**config.mk**
```make
export PLATFORM = sky130hd
export DESIGN_NAME = lrpf_stepper
export DESIGN_NICKNAME = d
export VERILOG_FILES = /design/src/lrpf_pkg.sv /design/src/lrpf_stepper.sv
export SDC_FILE = /design/constraint.sdc
export NUM_CORES = 1
export LEC_CHECK = 0
export BUFFER_PORTS_ARGS = -buffer_cell sky130_fd_sc_hd__buf_2
export CAP_MARGIN = 20
export CORE_MARGIN = 3
export CORE_UTILIZATION = 45
export DETAILED_ROUTE_END_ITERATION = 8
export GPL_ROUTABILITY_DRIVEN = 0
export GPL_TIMING_DRIVEN = 0
export MAX_ROUTING_LAYER = met4
export SLEW_MARGIN = 10
export SYNTH_ARGS = -nofsm -noshare
export SYNTH_HDL_FRONTEND = slang
export SYNTH_SLANG_ARGS = --single-unit
```
**constraint.sdc**
```tcl
create_clock -name clk -period 5.44 [get_ports clk]
set_input_delay 0 -clock clk [delete_from_list [all_inputs] [get_ports clk]]
set_output_delay 0 -clock clk [all_outputs]
set_load 0.05 [all_outputs]
```
**src/lrpf_pkg.sv**
```systemverilog
// Package for the line raster page framebuffer.
// Holds screen geometry, coordinate widths, item and pixel structs and clamp helpers.
// No dependencies.
package lrpf_pkg;

  localparam int SCREEN_WIDTH  = 128;
  localparam int SCREEN_HEIGHT = 64;

  localparam int PAGE_COUNT  = (SCREEN_HEIGHT + 7) / 8;
  localparam int STORE_DEPTH = SCREEN_WIDTH * PAGE_COUNT;
  localparam int ADDR_W      = $clog2(STORE_DEPTH);

  localparam int X_W   = $clog2(SCREEN_WIDTH);
  localparam int Y_W   = ($clog2(SCREEN_HEIGHT) > 3) ? $clog2(SCREEN_HEIGHT) : 4;
  localparam int ERR_W = ((X_W > Y_W) ? X_W : Y_W) + 2;

  localparam int IN_X_W = 7;
  localparam int IN_Y_W = 6;
  localparam int COL_W  = 7;
  localparam int PAGE_W = 3;

  localparam logic KIND_START   = 1'b0;
  localparam logic KIND_ADVANCE = 1'b1;

  typedef logic [ADDR_W-1:0] addr_t;

  typedef struct packed {
    logic              kind;
    logic              set_mode;
    logic [IN_X_W-1:0] start_x;
    logic [IN_Y_W-1:0] start_y;
    logic [IN_X_W-1:0] end_x;
    logic [IN_Y_W-1:0] end_y;
  } item_t;

  typedef struct packed {
    addr_t             addr;
    logic [COL_W-1:0]  column;
    logic [PAGE_W-1:0] page;
    logic [7:0]        mask;
    logic              set;
    logic              last;
  } pix_t;

  typedef struct packed {
    logic       en;
    addr_t      addr;
    logic [7:0] data;
  } wr_t;

  function automatic logic [X_W-1:0] clamp_x(input logic [IN_X_W-1:0] v);
    if (int'(v) >= SCREEN_WIDTH) begin
      return X_W'(SCREEN_WIDTH - 1);
    end
    return X_W'(v);
  endfunction

  function automatic logic [Y_W-1:0] clamp_y(input logic [IN_Y_W-1:0] v);
    if (int'(v) >= SCREEN_HEIGHT) begin
      return Y_W'(SCREEN_HEIGHT - 1);
    end
    return Y_W'(v);
  endfunction

endpackage

```
**src/lrpf_stepper.sv**
```systemverilog
// Line stepper: holds the Bresenham state and issues one pixel per start request and per
// advance request while a line is active. Depends on lrpf_pkg.
module lrpf_stepper (
  input  logic                clk,
  input  logic                rst,
  input  logic                fire,
  input  lrpf_pkg::item_t     item,
  output logic                issue,
  output lrpf_pkg::pix_t      pix
);
  import lrpf_pkg::*;

  logic [X_W-1:0]          cur_x, tgt_x, dlt_x;
  logic [Y_W-1:0]          cur_y, tgt_y, dlt_y;
  logic signed [1:0]       stp_x, stp_y;
  logic signed [ERR_W-1:0] err;
  logic                    active;
  logic                    mode;

  logic [X_W-1:0]          sx, ex, adx, x_next, tx_next;
  logic [Y_W-1:0]          sy, ey, ady, y_next, ty_next;
  logic signed [ERR_W-1:0] dxs, dys, err_s, err_a, err_next;
  logic signed [1:0]       dir_x, dir_y;
  logic signed [ERR_W:0]   e2, dx_e, dy_e;
  logic                    mv_x, mv_y;
  logic [X_W-1:0]          x_a;
  logic [Y_W-1:0]          y_a;
  logic                    is_start, last;

  always_comb begin
    is_start = (item.kind == KIND_START);
    sx = clamp_x(item.start_x);
    sy = clamp_y(item.start_y);
    ex = clamp_x(item.end_x);
    ey = clamp_y(item.end_y);
    dxs = $signed(ERR_W'(ex)) - $signed(ERR_W'(sx));
    dys = $signed(ERR_W'(ey)) - $signed(ERR_W'(sy));
    adx = (dxs < 0) ? X_W'(-dxs) : X_W'(dxs);
    ady = (dys < 0) ? Y_W'(-dys) : Y_W'(dys);
    dir_x = (dxs > 0) ? 2'sb01 : ((dxs < 0) ? 2'sb11 : 2'sb00);
    dir_y = (dys > 0) ? 2'sb01 : ((dys < 0) ? 2'sb11 : 2'sb00);
    err_s = $signed(ERR_W'(adx)) - $signed(ERR_W'(ady));

    e2   = {err, 1'b0};
    dx_e = $signed((ERR_W + 1)'(dlt_x));
    dy_e = $signed((ERR_W + 1)'(dlt_y));
    mv_x = (e2 > -dy_e);
    mv_y = (e2 < dx_e);
    err_a = err - (mv_x ? $signed(ERR_W'(dlt_y)) : '0)
                + (mv_y ? $signed(ERR_W'(dlt_x)) : '0);
    x_a = mv_x ? (cur_x + X_W'(stp_x)) : cur_x;
    y_a = mv_y ? (cur_y + Y_W'(stp_y)) : cur_y;

    x_next   = is_start ? sx : x_a;
    y_next   = is_start ? sy : y_a;
    tx_next  = is_start ? ex : tgt_x;
    ty_next  = is_start ? ey : tgt_y;
    err_next = is_start ? err_s : err_a;
    last     = (x_next == tx_next) && (y_next == ty_next);

    issue      = fire && (is_start || active);
    pix.addr   = ADDR_W'(int'(x_next) * PAGE_COUNT) + ADDR_W'(y_next[Y_W-1:3]);
    pix.column = COL_W'(x_next);
    pix.page   = PAGE_W'(y_next[Y_W-1:3]);
    pix.mask   = 8'(1) << y_next[2:0];
    pix.set    = is_start ? item.set_mode : mode;
    pix.last   = last;
  end

  always_ff @(posedge clk) begin
    if (rst) begin
      cur_x  <= '0;
      cur_y  <= '0;
      tgt_x  <= '0;
      tgt_y  <= '0;
      dlt_x  <= '0;
      dlt_y  <= '0;
      stp_x  <= '0;
      stp_y  <= '0;
      err    <= '0;
      active <= 1'b0;
      mode   <= 1'b0;
    end else if (issue) begin
      cur_x  <= x_next;
      cur_y  <= y_next;
      err    <= err_next;
      active <= !last;
      if (is_start) begin
        tgt_x <= ex;
        tgt_y <= ey;
        dlt_x <= adx;
        dlt_y <= ady;
        stp_x <= dir_x;
        stp_y <= dir_y;
        mode  <= item.set_mode;
      end
    end
  end

endmodule

```
==> qor.csv <==
metric,value,unit
Synth Area per Inst,7.77,sq um
count of clock tree sinks,54,
number of port buffers,59,
Core ar.,0.0116,sq mm
initial core utilization,46.8,%
critical path endpoint category,register,
CP endpoint,err[8],
nets@finish,877,
RSZ-0062 raised after global routing,no,
H-tree depth,2,
Total Power,2.13,mW
"Primary FF master, synth",dfxtp_1,
die area,0.0134,sq mm
CTS tree,done,
Slew HR,49.0,%
area delta synth->final,13.5,%
most frequent cells in the layout,"nand2_1, a21oi_1, inv_1, buf_2, ha_1",
Int Power,1.11,mW
"leading cell type in the layout, fill and taps excluded",nand2_1,
net switching power,1.03,mW
First-pass DRT Iterations,5,
maxcap violations,0,
DRC,0,
combinational share of power,62.7,%
number of setup buffers added after CTS,0,
via/cell ratio,5.60,
CP Launch Type,register,
Sw Share,48.1,%
DP HPWL,13300,microns
Seq pwr share,22.1,%
Post-DRT Antenna Nets,0,
die height,116,microns
clock-pin slew on the worst setup and hold paths,0.07,ns
Yosys reg bits,54,
total wire length,16800,microns
via count,5156,
sequential share of the synthesized area,19.9,%
CP startpoint,dlt_y[2],
setup TNS,0,ns
ratio of cells with drive above 1 in the final layout,14.2,%
total gr overflow,0,
Slew @ Worst Pin,0.766,ns
Clk pwr share,15.2,%
Reg2Reg Depth,19,
Die X,116,microns
setup ws final,0.506,ns
GRT Overall Usage,26.6,%
Slew Limit Fails,0,
ANT cells,0,
minimum clock period,4.93,ns
HP Class,in -> reg,
asr flop ratio synth,0,%
io pins,62,
Post-synth EDFFs,0,
pwr/cell area,346,mW/mm^2
vias in the first global route,5136,
outcome,"complete, no violations",
crit path kind,reg -> reg,
Fmax achieved,0.203,GHz
first-pass GRT wire length,26800,microns
largest net degree at the start of global routing,15,
Peak VDD IR,0.151,mV
antenna violations before repair,0,
Root Buffer,clkbuf_16,
Site Rows,39,
period utilisation layout,90.7,%
average routed wire per standard cell,18.2,microns
flop2flop setup slack,0.51,ns
Clock Tree Buf Depth,2,
Clock Latency Late Sink,0.30,ns
final setup vio count,0,
cell area after synthesis,0.00543,sq mm
final hold violations,0,
worst-path fanout max,6,
pre-CTS WS,0.422,ns
post-route cell area,0.00617,sq mm
Ys Warns,0,
data required time of the critical path,5.64,ns
cell count after synthesis,699,
Setup Skew,0.00763,ns
total CTS buffers,5,
Leak,2.86,nW
syn nets,799,
hold slack,0.00642,ns
Netlist cell types,77,
initial DRC count,272,
Worst Path Arrival,5.13,ns
reg2reg start,dlt_y[2],
reg2reg end,err[8],
post-placement cell area,0.00591,sq mm
[cell usage after synthesis (3+ instances only)]
library cell  number  share of area, %
nand2_1           91               6.3
xnor2_1           32               5.2
nor3_1            13               1.2
nand2b_1          10               1.2
a211oi_1          22               3.0
nand4_1            6              0.69
nor3b_1            4              0.55
clkbuf_1          22               1.5
o21bai_1           6              0.83
a21oi_1           68               6.3
o211ai_1           4              0.55
and2_1             3              0.35
o31ai_2            3              0.69
dfxtp_1           54                20
and3_1             5              0.58
a21o_1             9               1.2
nor2b_1            5              0.58
buf_4             14               1.9
a221oi_1           4              0.64
o31a_1             3              0.48
o21ai_0           19               1.8
fa_1              11               4.1
inv_1             68               4.7
mux2i_1           15               2.8
nand3_1            8              0.74
ha_1              58                13
xor2_1            18               2.9
nor2_1            53               3.7
o211a_1            4              0.74
[sequential cells by signal, indices dropped and copies added, names as in the netlist]
signal,flops
tgt_y,6
err,9
stp_x,2
active,1
stp_y,2
tgt_x,7
mode,1
dlt_y,6
dlt_x,7
cur_x,7
cur_y,6
[timing repair]
item	4_1_cts	5_1_grt
hold buffers	12	0
setup endpoints to repair	0	1
resized for setup	0	1
hold endpoints to repair	12	0
[worst min path at each step]
| stage | from | to | slack [ns] | depth (start not counted) |
|---|---|---|---|---|
| finish | item[1] | tgt_y[1] | 0.006 | 3 |
| global route | item[1] | tgt_y[1] | 0.04 | 3 |
| CTS | item[1] | tgt_y[1] | 0.0004 | 3 |
| detailed placement | item[0] | tgt_y[0] | 0.28 | 3 |
| global placement | item[10] | tgt_x[4] | 0.27 | 3 |
| floorplan | item[6] | tgt_x[0] | 0.14 | 2 |
[cell type report]
| type | count | area, sq um |
|---|---|---|
| timing repair buffer | 71 | 415 |
| buffer | 40 | 205 |
| inverter | 69 | 259 |
| sequential | 54 | 1080 |
| fill | 1145 | 5450 |
| clock buffer | 7 | 133 |
| multi-input combinational | 536 | 3890 |
| tap | 143 | 179 |
[per-layer routing]
layer	part of all wire, %	routed length (microns)	track usage, %
met4	1.7	292	6.81
met1	44	7400	33.4
met5	0	0	-
met2	49	8220	45.4
met3	5.0	843	3.13
[metrics by stage]
step / util [%] / std cells
2_1_floorplan: - / 699
3_3_place_gp: 50.9 / 901
3_5_place_dp: 50.9 / 901
4_1_cts: 53.0 / 920
5_1_grt: 53.1 / 920
6_report: 53.1 / 920
[worst max-delay path, cell delays in order (launching register included)]
cell      delay [ns]
dfxtp_1         0.39
nor3_1          0.32
nand3_1         0.19
xnor2_1         0.16
ha_1            0.31
a21oi_1         0.14
o21ai_0         0.18
a211oi_4        0.44
nor3_1          0.14
fa_1            0.51
inv_1           0.06
fa_1            0.46
a21o_1          0.19
a21oi_1         0.24
o21bai_1        0.13
a21oi_1         0.25
o21ai_0         0.16
xnor2_1         0.15
nand2_1         0.07
a221oi_1        0.32
[cell families (layout without fill, tap and decap cells)]
group	count (synthesis)	after routing	share of synthesized area, %
buf+inv	109	187	8.55
simple gates	225	225	20.4
mux	19	19	3.73
fa+ha+maj	69	69	17.4
compound gates	172	172	21.5
xor+xnor	51	51	8.48
flops	54	54	19.9
[power by group through the flow]
stage / clock, mW / sequential (mW) / combinational [mW]
3_3_place_gp: 0 / 0.479 / 1.29
5_1_grt: 0.346 / 0.475 / 1.47
3_5_place_dp: 0 / 0.479 / 1.31
4_1_cts: 0.327 / 0.470 / 1.32
2_1_floorplan: 0 / 0.465 / 1.02
6_report: 0.325 / 0.471 / 1.34
Note: power is estimated with default switching activity, not from simulation.
