[config.mk]
export PLATFORM = sky130hd
export DESIGN_NAME = lrpf_pixel_flat
export DESIGN_NICKNAME = d
export VERILOG_FILES = /design/src/lrpf_pkg.sv /design/src/lrpf_if.sv /design/src/lrpf_pixel.sv /design/src/flat_wrapper.sv
export SDC_FILE = /design/constraint.sdc
export NUM_CORES = 1
export LEC_CHECK = 0
export ABC_AREA = 1
export ABC_CLOCK_PERIOD_IN_PS = 1800
export BUFFER_PORTS_ARGS = -buffer_cell sky130_fd_sc_hd__buf_2
export CAP_MARGIN = 10
export CORE_MARGIN = 1
export CORE_UTILIZATION = 50
export CTS_CLUSTER_DIAMETER = 30
export DETAILED_ROUTE_END_ITERATION = 8
export PLACE_DENSITY = 0.79
export SLEW_MARGIN = 20
export SYNTH_ARGS = -nofsm -noshare
export SYNTH_HDL_FRONTEND = slang
export SYNTH_SLANG_ARGS = --single-unit
[constraint.sdc]
create_clock -name clk -period 1.8 [get_ports clk]
set_clock_uncertainty 0.05 [all_clocks]
set_input_delay 0.27 -clock clk [delete_from_list [all_inputs] [get_ports clk]]
set_output_delay 0.27 -clock clk [all_outputs]
set_load 0.01 [all_outputs]
[src/lrpf_pkg.sv]
// Package for the line raster page framebuffer.
// Holds screen geometry, coordinate widths, item and pixel structs and clamp helpers.
// No dependencies.
package lrpf_pkg;

  localparam int SCREEN_WIDTH  = 128;
  localparam int SCREEN_HEIGHT = 64;

  localparam int PAGE_COUNT  = (SCREEN_HEIGHT + 7) / 8;
  localparam int STORE_DEPTH = SCREEN_WIDTH * PAGE_COUNT;
  localparam int ADDR_W      = $clog2(STORE_DEPTH);

  localparam int X_W   = $clog2(SCREEN_WIDTH);
  localparam int Y_W   = ($clog2(SCREEN_HEIGHT) > 3) ? $clog2(SCREEN_HEIGHT) : 4;
  localparam int ERR_W = ((X_W > Y_W) ? X_W : Y_W) + 2;

  localparam int IN_X_W = 7;
  localparam int IN_Y_W = 6;
  localparam int COL_W  = 7;
  localparam int PAGE_W = 3;

  localparam logic KIND_START   = 1'b0;
  localparam logic KIND_ADVANCE = 1'b1;

  typedef logic [ADDR_W-1:0] addr_t;

  typedef struct packed {
    logic              kind;
    logic              set_mode;
    logic [IN_X_W-1:0] start_x;
    logic [IN_Y_W-1:0] start_y;
    logic [IN_X_W-1:0] end_x;
    logic [IN_Y_W-1:0] end_y;
  } item_t;

  typedef struct packed {
    addr_t             addr;
    logic [COL_W-1:0]  column;
    logic [PAGE_W-1:0] page;
    logic [7:0]        mask;
    logic              set;
    logic              last;
  } pix_t;

  typedef struct packed {
    logic       en;
    addr_t      addr;
    logic [7:0] data;
  } wr_t;

  function automatic logic [X_W-1:0] clamp_x(input logic [IN_X_W-1:0] v);
    if (int'(v) >= SCREEN_WIDTH) begin
      return X_W'(SCREEN_WIDTH - 1);
    end
    return X_W'(v);
  endfunction

  function automatic logic [Y_W-1:0] clamp_y(input logic [IN_Y_W-1:0] v);
    if (int'(v) >= SCREEN_HEIGHT) begin
      return Y_W'(SCREEN_HEIGHT - 1);
    end
    return Y_W'(v);
  endfunction

endpackage

[src/lrpf_if.sv]


interface lrpf_pixel_if;
  import lrpf_pkg::*;
  logic              valid;
  logic              ready;
  logic [COL_W-1:0]  column;
  logic [PAGE_W-1:0] page;
  logic [7:0]        page_byte;
  logic              last_pixel;

  modport source(output valid, column, page, page_byte, last_pixel, input ready);
  modport sink(input valid, column, page, page_byte, last_pixel, output ready);
endinterface

[src/lrpf_pixel.sv]
// Pixel update stage: merges the read byte with the pixel mask, writes it back
// and holds the result in an output register. Depends on lrpf_pkg and lrpf_if.
module lrpf_pixel (
  input  logic           clk,
  input  logic           rst,
  input  logic           issue,
  input  lrpf_pkg::pix_t pix,
  input  logic [7:0]     rd_data,
  output logic           free,
  output lrpf_pkg::wr_t  wr,
  lrpf_pixel_if.source   pixels
);
  import lrpf_pkg::*;

  logic       b_valid;
  pix_t       b_pix;
  logic       fwd_valid;
  addr_t      fwd_addr;
  logic [7:0] fwd_data;
  logic       o_valid;
  logic       b_adv;
  logic [7:0] old_byte, new_byte;

  // A write retires on the same edge as the next read of that entry, so the
  // last written byte is kept and used when the addresses match.
  always_comb begin
    b_adv    = b_valid && (!o_valid || pixels.ready);
    free     = !b_valid || b_adv;
    old_byte = (fwd_valid && (fwd_addr == b_pix.addr)) ? fwd_data : rd_data;
    new_byte = b_pix.set ? (old_byte | b_pix.mask) : (old_byte & ~b_pix.mask);
    wr.en    = b_adv;
    wr.addr  = b_pix.addr;
    wr.data  = new_byte;
  end

  always_ff @(posedge clk) begin
    if (rst) begin
      b_valid   <= 1'b0;
      fwd_valid <= 1'b0;
      o_valid   <= 1'b0;
    end else begin
      if (issue) begin
        b_valid <= 1'b1;
      end else if (b_adv) begin
        b_valid <= 1'b0;
      end
      if (b_adv) begin
        fwd_valid <= 1'b1;
        o_valid   <= 1'b1;
      end else if (pixels.ready) begin
        o_valid <= 1'b0;
      end
    end
  end

  always_ff @(posedge clk) begin
    if (issue) begin
      b_pix <= pix;
    end
    if (b_adv) begin
      fwd_addr          <= b_pix.addr;
      fwd_data          <= new_byte;
      pixels.column     <= b_pix.column;
      pixels.page       <= b_pix.page;
      pixels.page_byte  <= new_byte;
      pixels.last_pixel <= b_pix.last;
    end
  end

  assign pixels.valid = o_valid;

endmodule

[src/flat_wrapper.sv]
// flat-port wrapper written by rule: the top's interface ports become plain ports
module lrpf_pixel_flat import lrpf_pkg::*;
  (clk, rst, issue, pix, rd_data, free, wr, pixels_valid, pixels_column, pixels_page, pixels_page_byte, pixels_last_pixel, pixels_ready);
  lrpf_pixel_if pixels_i ();
  input  logic clk;
  input  logic rst;
  input  logic issue;
  input  lrpf_pkg::pix_t pix;
  input  logic [7:0] rd_data;
  output logic free;
  output lrpf_pkg::wr_t wr;
  output wire logic [$bits(pixels_i.valid)-1:0] pixels_valid;
  output wire logic [$bits(pixels_i.column)-1:0] pixels_column;
  output wire logic [$bits(pixels_i.page)-1:0] pixels_page;
  output wire logic [$bits(pixels_i.page_byte)-1:0] pixels_page_byte;
  output wire logic [$bits(pixels_i.last_pixel)-1:0] pixels_last_pixel;
  input wire logic [$bits(pixels_i.ready)-1:0] pixels_ready;
  assign pixels_valid = pixels_i.valid;
  assign pixels_column = pixels_i.column;
  assign pixels_page = pixels_i.page;
  assign pixels_page_byte = pixels_i.page_byte;
  assign pixels_last_pixel = pixels_i.last_pixel;
  assign pixels_i.ready = pixels_ready;
  lrpf_pixel u_core (.clk(clk), .rst(rst), .issue(issue), .pix(pix), .rd_data(rd_data), .free(free), .wr(wr), .pixels(pixels_i));
endmodule
==> impl_metrics.py <==
metrics = {
    "floorplanning": {
        "die_y_um": 72.43,
        "die_area_um2": 5245,
        "start_util_pct": 52.16,
        "core-area_um2": 4755,
        "rows": 25,
        "ios": 82,
        "die_w_um": 72.43,
    },
    "placement": {
        "dp_hpwl_um": 2922,
        "port_buffers": 81,
        "place_congestion": 0.7515,
    },
    "synth": {
        "netlist_area_um2": 2480,
        "netlist_top_cells_area": "edfxtp_1, nand2_1, inv_1, nand3_1, buf_4",
        "syn_inst": 193,
        "synthMostInstantiatedCell": "edfxtp_1",
        "synth_cell_type_count": 18,
        "synth_edf_count": 59,
        "ys_async_sr_fraction_pct": 0,
        "ys_ff_latch": 62,
        "yosysSeqAreaShare_pct": 73.86,
        "yosysWarnings": 0,
        "netlist.area_leader.share_pct": 71.44,
        "synth.avg_cell_area_um2": 12.85,
        "synth.largest_area_cell": "edfxtp_1",
        "syn-num-nets": 235,
        "ys.flop_type": "edfxtp_1",
        "synth_common_cells": "edfxtp_1, nand2_1, inv_1",
    },
    "routing": {
        "wirelength_um": 4897,
        "drtAntennaViolNets": 0,
        "drc": 0,
        "drt_first_iter_violations": 74,
        "first_pass_iters": 4,
        "vias_per_cell": 4.572,
        "routedWlPerCell_um": 13.34,
        "vias": 1678,
    },
    "setup_path": {
        "critPathArrivalTime_ps": 1810,
        "worstPathCellList": "inv_1, nand2_1, nand2_1, nor2_2, nand2_2, buf_12, nor2_4, nand3_2, nand3_2, nand2_2, buf_6",
        "crit_path_start_kind": "register",
        "worst-path-buf-inv": 3,
        "crit_required_ps": 1480,
        "critical_path.top_delay_family": "simple AND/OR/NAND/NOR gates",
        "crit_path_end_kind": "primary output",
        "worstPathMaxFanout": 4,
        "worstSetupPathType": "reg -> out",
        "r2r_setup_slack_ps": -190,
        "critPathMaxStageDelay_ps": 390,
        "cpMaxStageDelayCell": "edfxtp_1",
    },
    "sta": {
        "relSlewSlack_pct": 81.52,
        "setup_viol": 10,
        "worst_slew_pin_slew_ps": 277.3,
        "period_needed_ps": 2132,
        "finalHoldViolations": 0,
        "fin_ws_ps": -331.5,
        "drv_slew": 0,
        "tns_ps": -2493,
        "rsz0062_at_grt": "yes",
        "finalCritPeriodShare_pct": 118.4,
        "clock.fmax_mhz": 469.1,
    },
    "pwr": {
        "p_per_area_nw_per_um2": 968.9,
        "ir_drop_mv": 0.7130,
        "p_clk_share_pct": 35.0,
        "sequentialPowerShare_pct": 52.8,
        "p_int_mw": 2.525,
        "p_leak_nw": 1.624,
        "p_sw_mw": 0.7778,
        "swShare_pct": 23.55,
        "p_comb_share_pct": 12.2,
    },
    "cts": {
        "clk_pin_slew_ps": 70,
        "htree_levels": 3,
        "cts_buffer_depth": 2,
        "cts_tree": "yes",
        "cts_made_buffers": 9,
        "root_buffer": "clkbuf_8",
        "clock_latency_ps": 330,
        "cts.sinks": 62,
    },
    "status": {
        "violations": "negative setup slack",
        "status": "finished with violations",
    },
    "layout": {
        "syn2layout_area_growth_pct": 37.44,
        "num_antenna_cells": 0,
        "fin_nets": 337,
        "drive_gt1_share_pct": 50.33,
        "fin_util_pct": 71.68,
    },
    "min_path": {
        "hp-class": "in -> reg",
    },
    "grt": {
        "grt_pass1_wl_um": 6637,
        "grt_max_degree": 32,
        "grt_pass1_vias": 1527,
        "antenna_found_initial": 0,
        "grt_overflow_total": 0,
        "gr-usage-all-layers_pct": 17.73,
    },
    "run": {
        "maxCapViolCount": 0,
    },
}
[area by class of cell]
cell class / count / area (um2)
clock buffers: 10 / 127.6
clock inverters: 6 / 61.31
fillers: 338 / 1346
inverters: 42 / 157.7
multi-input cells: 79 / 524.3
flip-flops and latches: 62 / 1832
well taps: 67 / 83.83
repair buffers: 101 / 621.8
[kinds of logic (layout without fill, tap and decap cells)]
kind of cell | Yosys count | count (layout) | synth area share (%)
compound gates | 5 | 5 | 1.160
xor+xnor | 3 | 3 | 1.060
buf+inv | 54 | 159 | 9.838
flops | 62 | 62 | 73.86
simple gates | 69 | 71 | 14.08
[layer usage]
| layer | global-route usage (%) | part of all wire (%) |
|---|---|---|
| met1 | 18.82 | 34 |
| met2 | 29.60 | 53 |
| met3 | 9.444 | 10 |
| met4 | 7.190 | 2.8 |
| met5 | 0 | 0 |
[power by group through the flow]
stage / registers, mW / logic (mW) / clock network [mW]
6_report: 1.74 / 0.403 / 1.16
5_1_grt: 1.75 / 0.436 / 1.24
4_1_cts: 1.74 / 0.327 / 1.18
3_5_place_dp: 1.77 / 0.292 / 0
3_3_place_gp: 1.77 / 0.287 / 0
2_1_floorplan: 1.77 / 0.163 / 0
[stage by stage]
stage	instance area, um2	std cells	setup WS (ps)	power [mW]	hold WS, ps
2_1_floorplan	2480	193	146.0	1.938	289.1
3_3_place_gp	2918	332	110.1	2.055	351.1
3_5_place_dp	2918	332	61.02	2.066	355.4
4_1_cts	3193	359	-296.4	3.250	45.68
5_1_grt	3408	367	-443.9	3.435	37.91
6_report	3408	367	-331.5	3.302	58.88
[timing repair]
item | in CTS | in global routing
pin swaps | 7 | 25
setup buffers | 10 | 7
hold buffers | 0 | 0
endpoints found under the setup margin | 8 | 9
hold endpoints to repair | 0 | 0
gates resized for setup | 0 | 30
cloned | 1 | 1
[path summary, 6_finish.rpt]
kind,from,to,depth (start not counted)
setup reg to reg,u_core.wr[9],u_core.pixels.page_byte[3],14
hold reg to reg,u_core.b_pix[13],u_core.pixels.column[0],0
setup / recovery,u_core.wr[15],wr[0],11
hold / removal,pix[8],u_core.b_pix[8],1
[layout by cell type, fill, tap and decap left out, types with 2 or more instances in the layout]
cell type  Yosys  routed
a21oi_1        3       3
buf_12         0       2
buf_4         11      17
edfxtp_1      59      59
nand3_1       17       7
clkbuf_8       0       9
nor2_8         2       2
xnor2_2        0       3
nand2_4        2       2
inv_1         41      41
nor2_4         0       2
nor2_2         1       2
nand2_2        2      11
buf_6          0       7
nand2_1       42      33
clkinv_2       0       3
buf_2          0      75
nand3_2        0      10
dfxtp_1        3       3
[registers in the layout (all words and copies together), names as in the netlist, 3 cells and up]
register	flops
u_core.b_pix	20
u_core.fwd_addr	10
u_core.wr	10
u_core.pixels.page_byte	8
u_core.pixels.column	7
u_core.pixels.page	3
No activity file was read; power rests on OpenSTA's default activity.
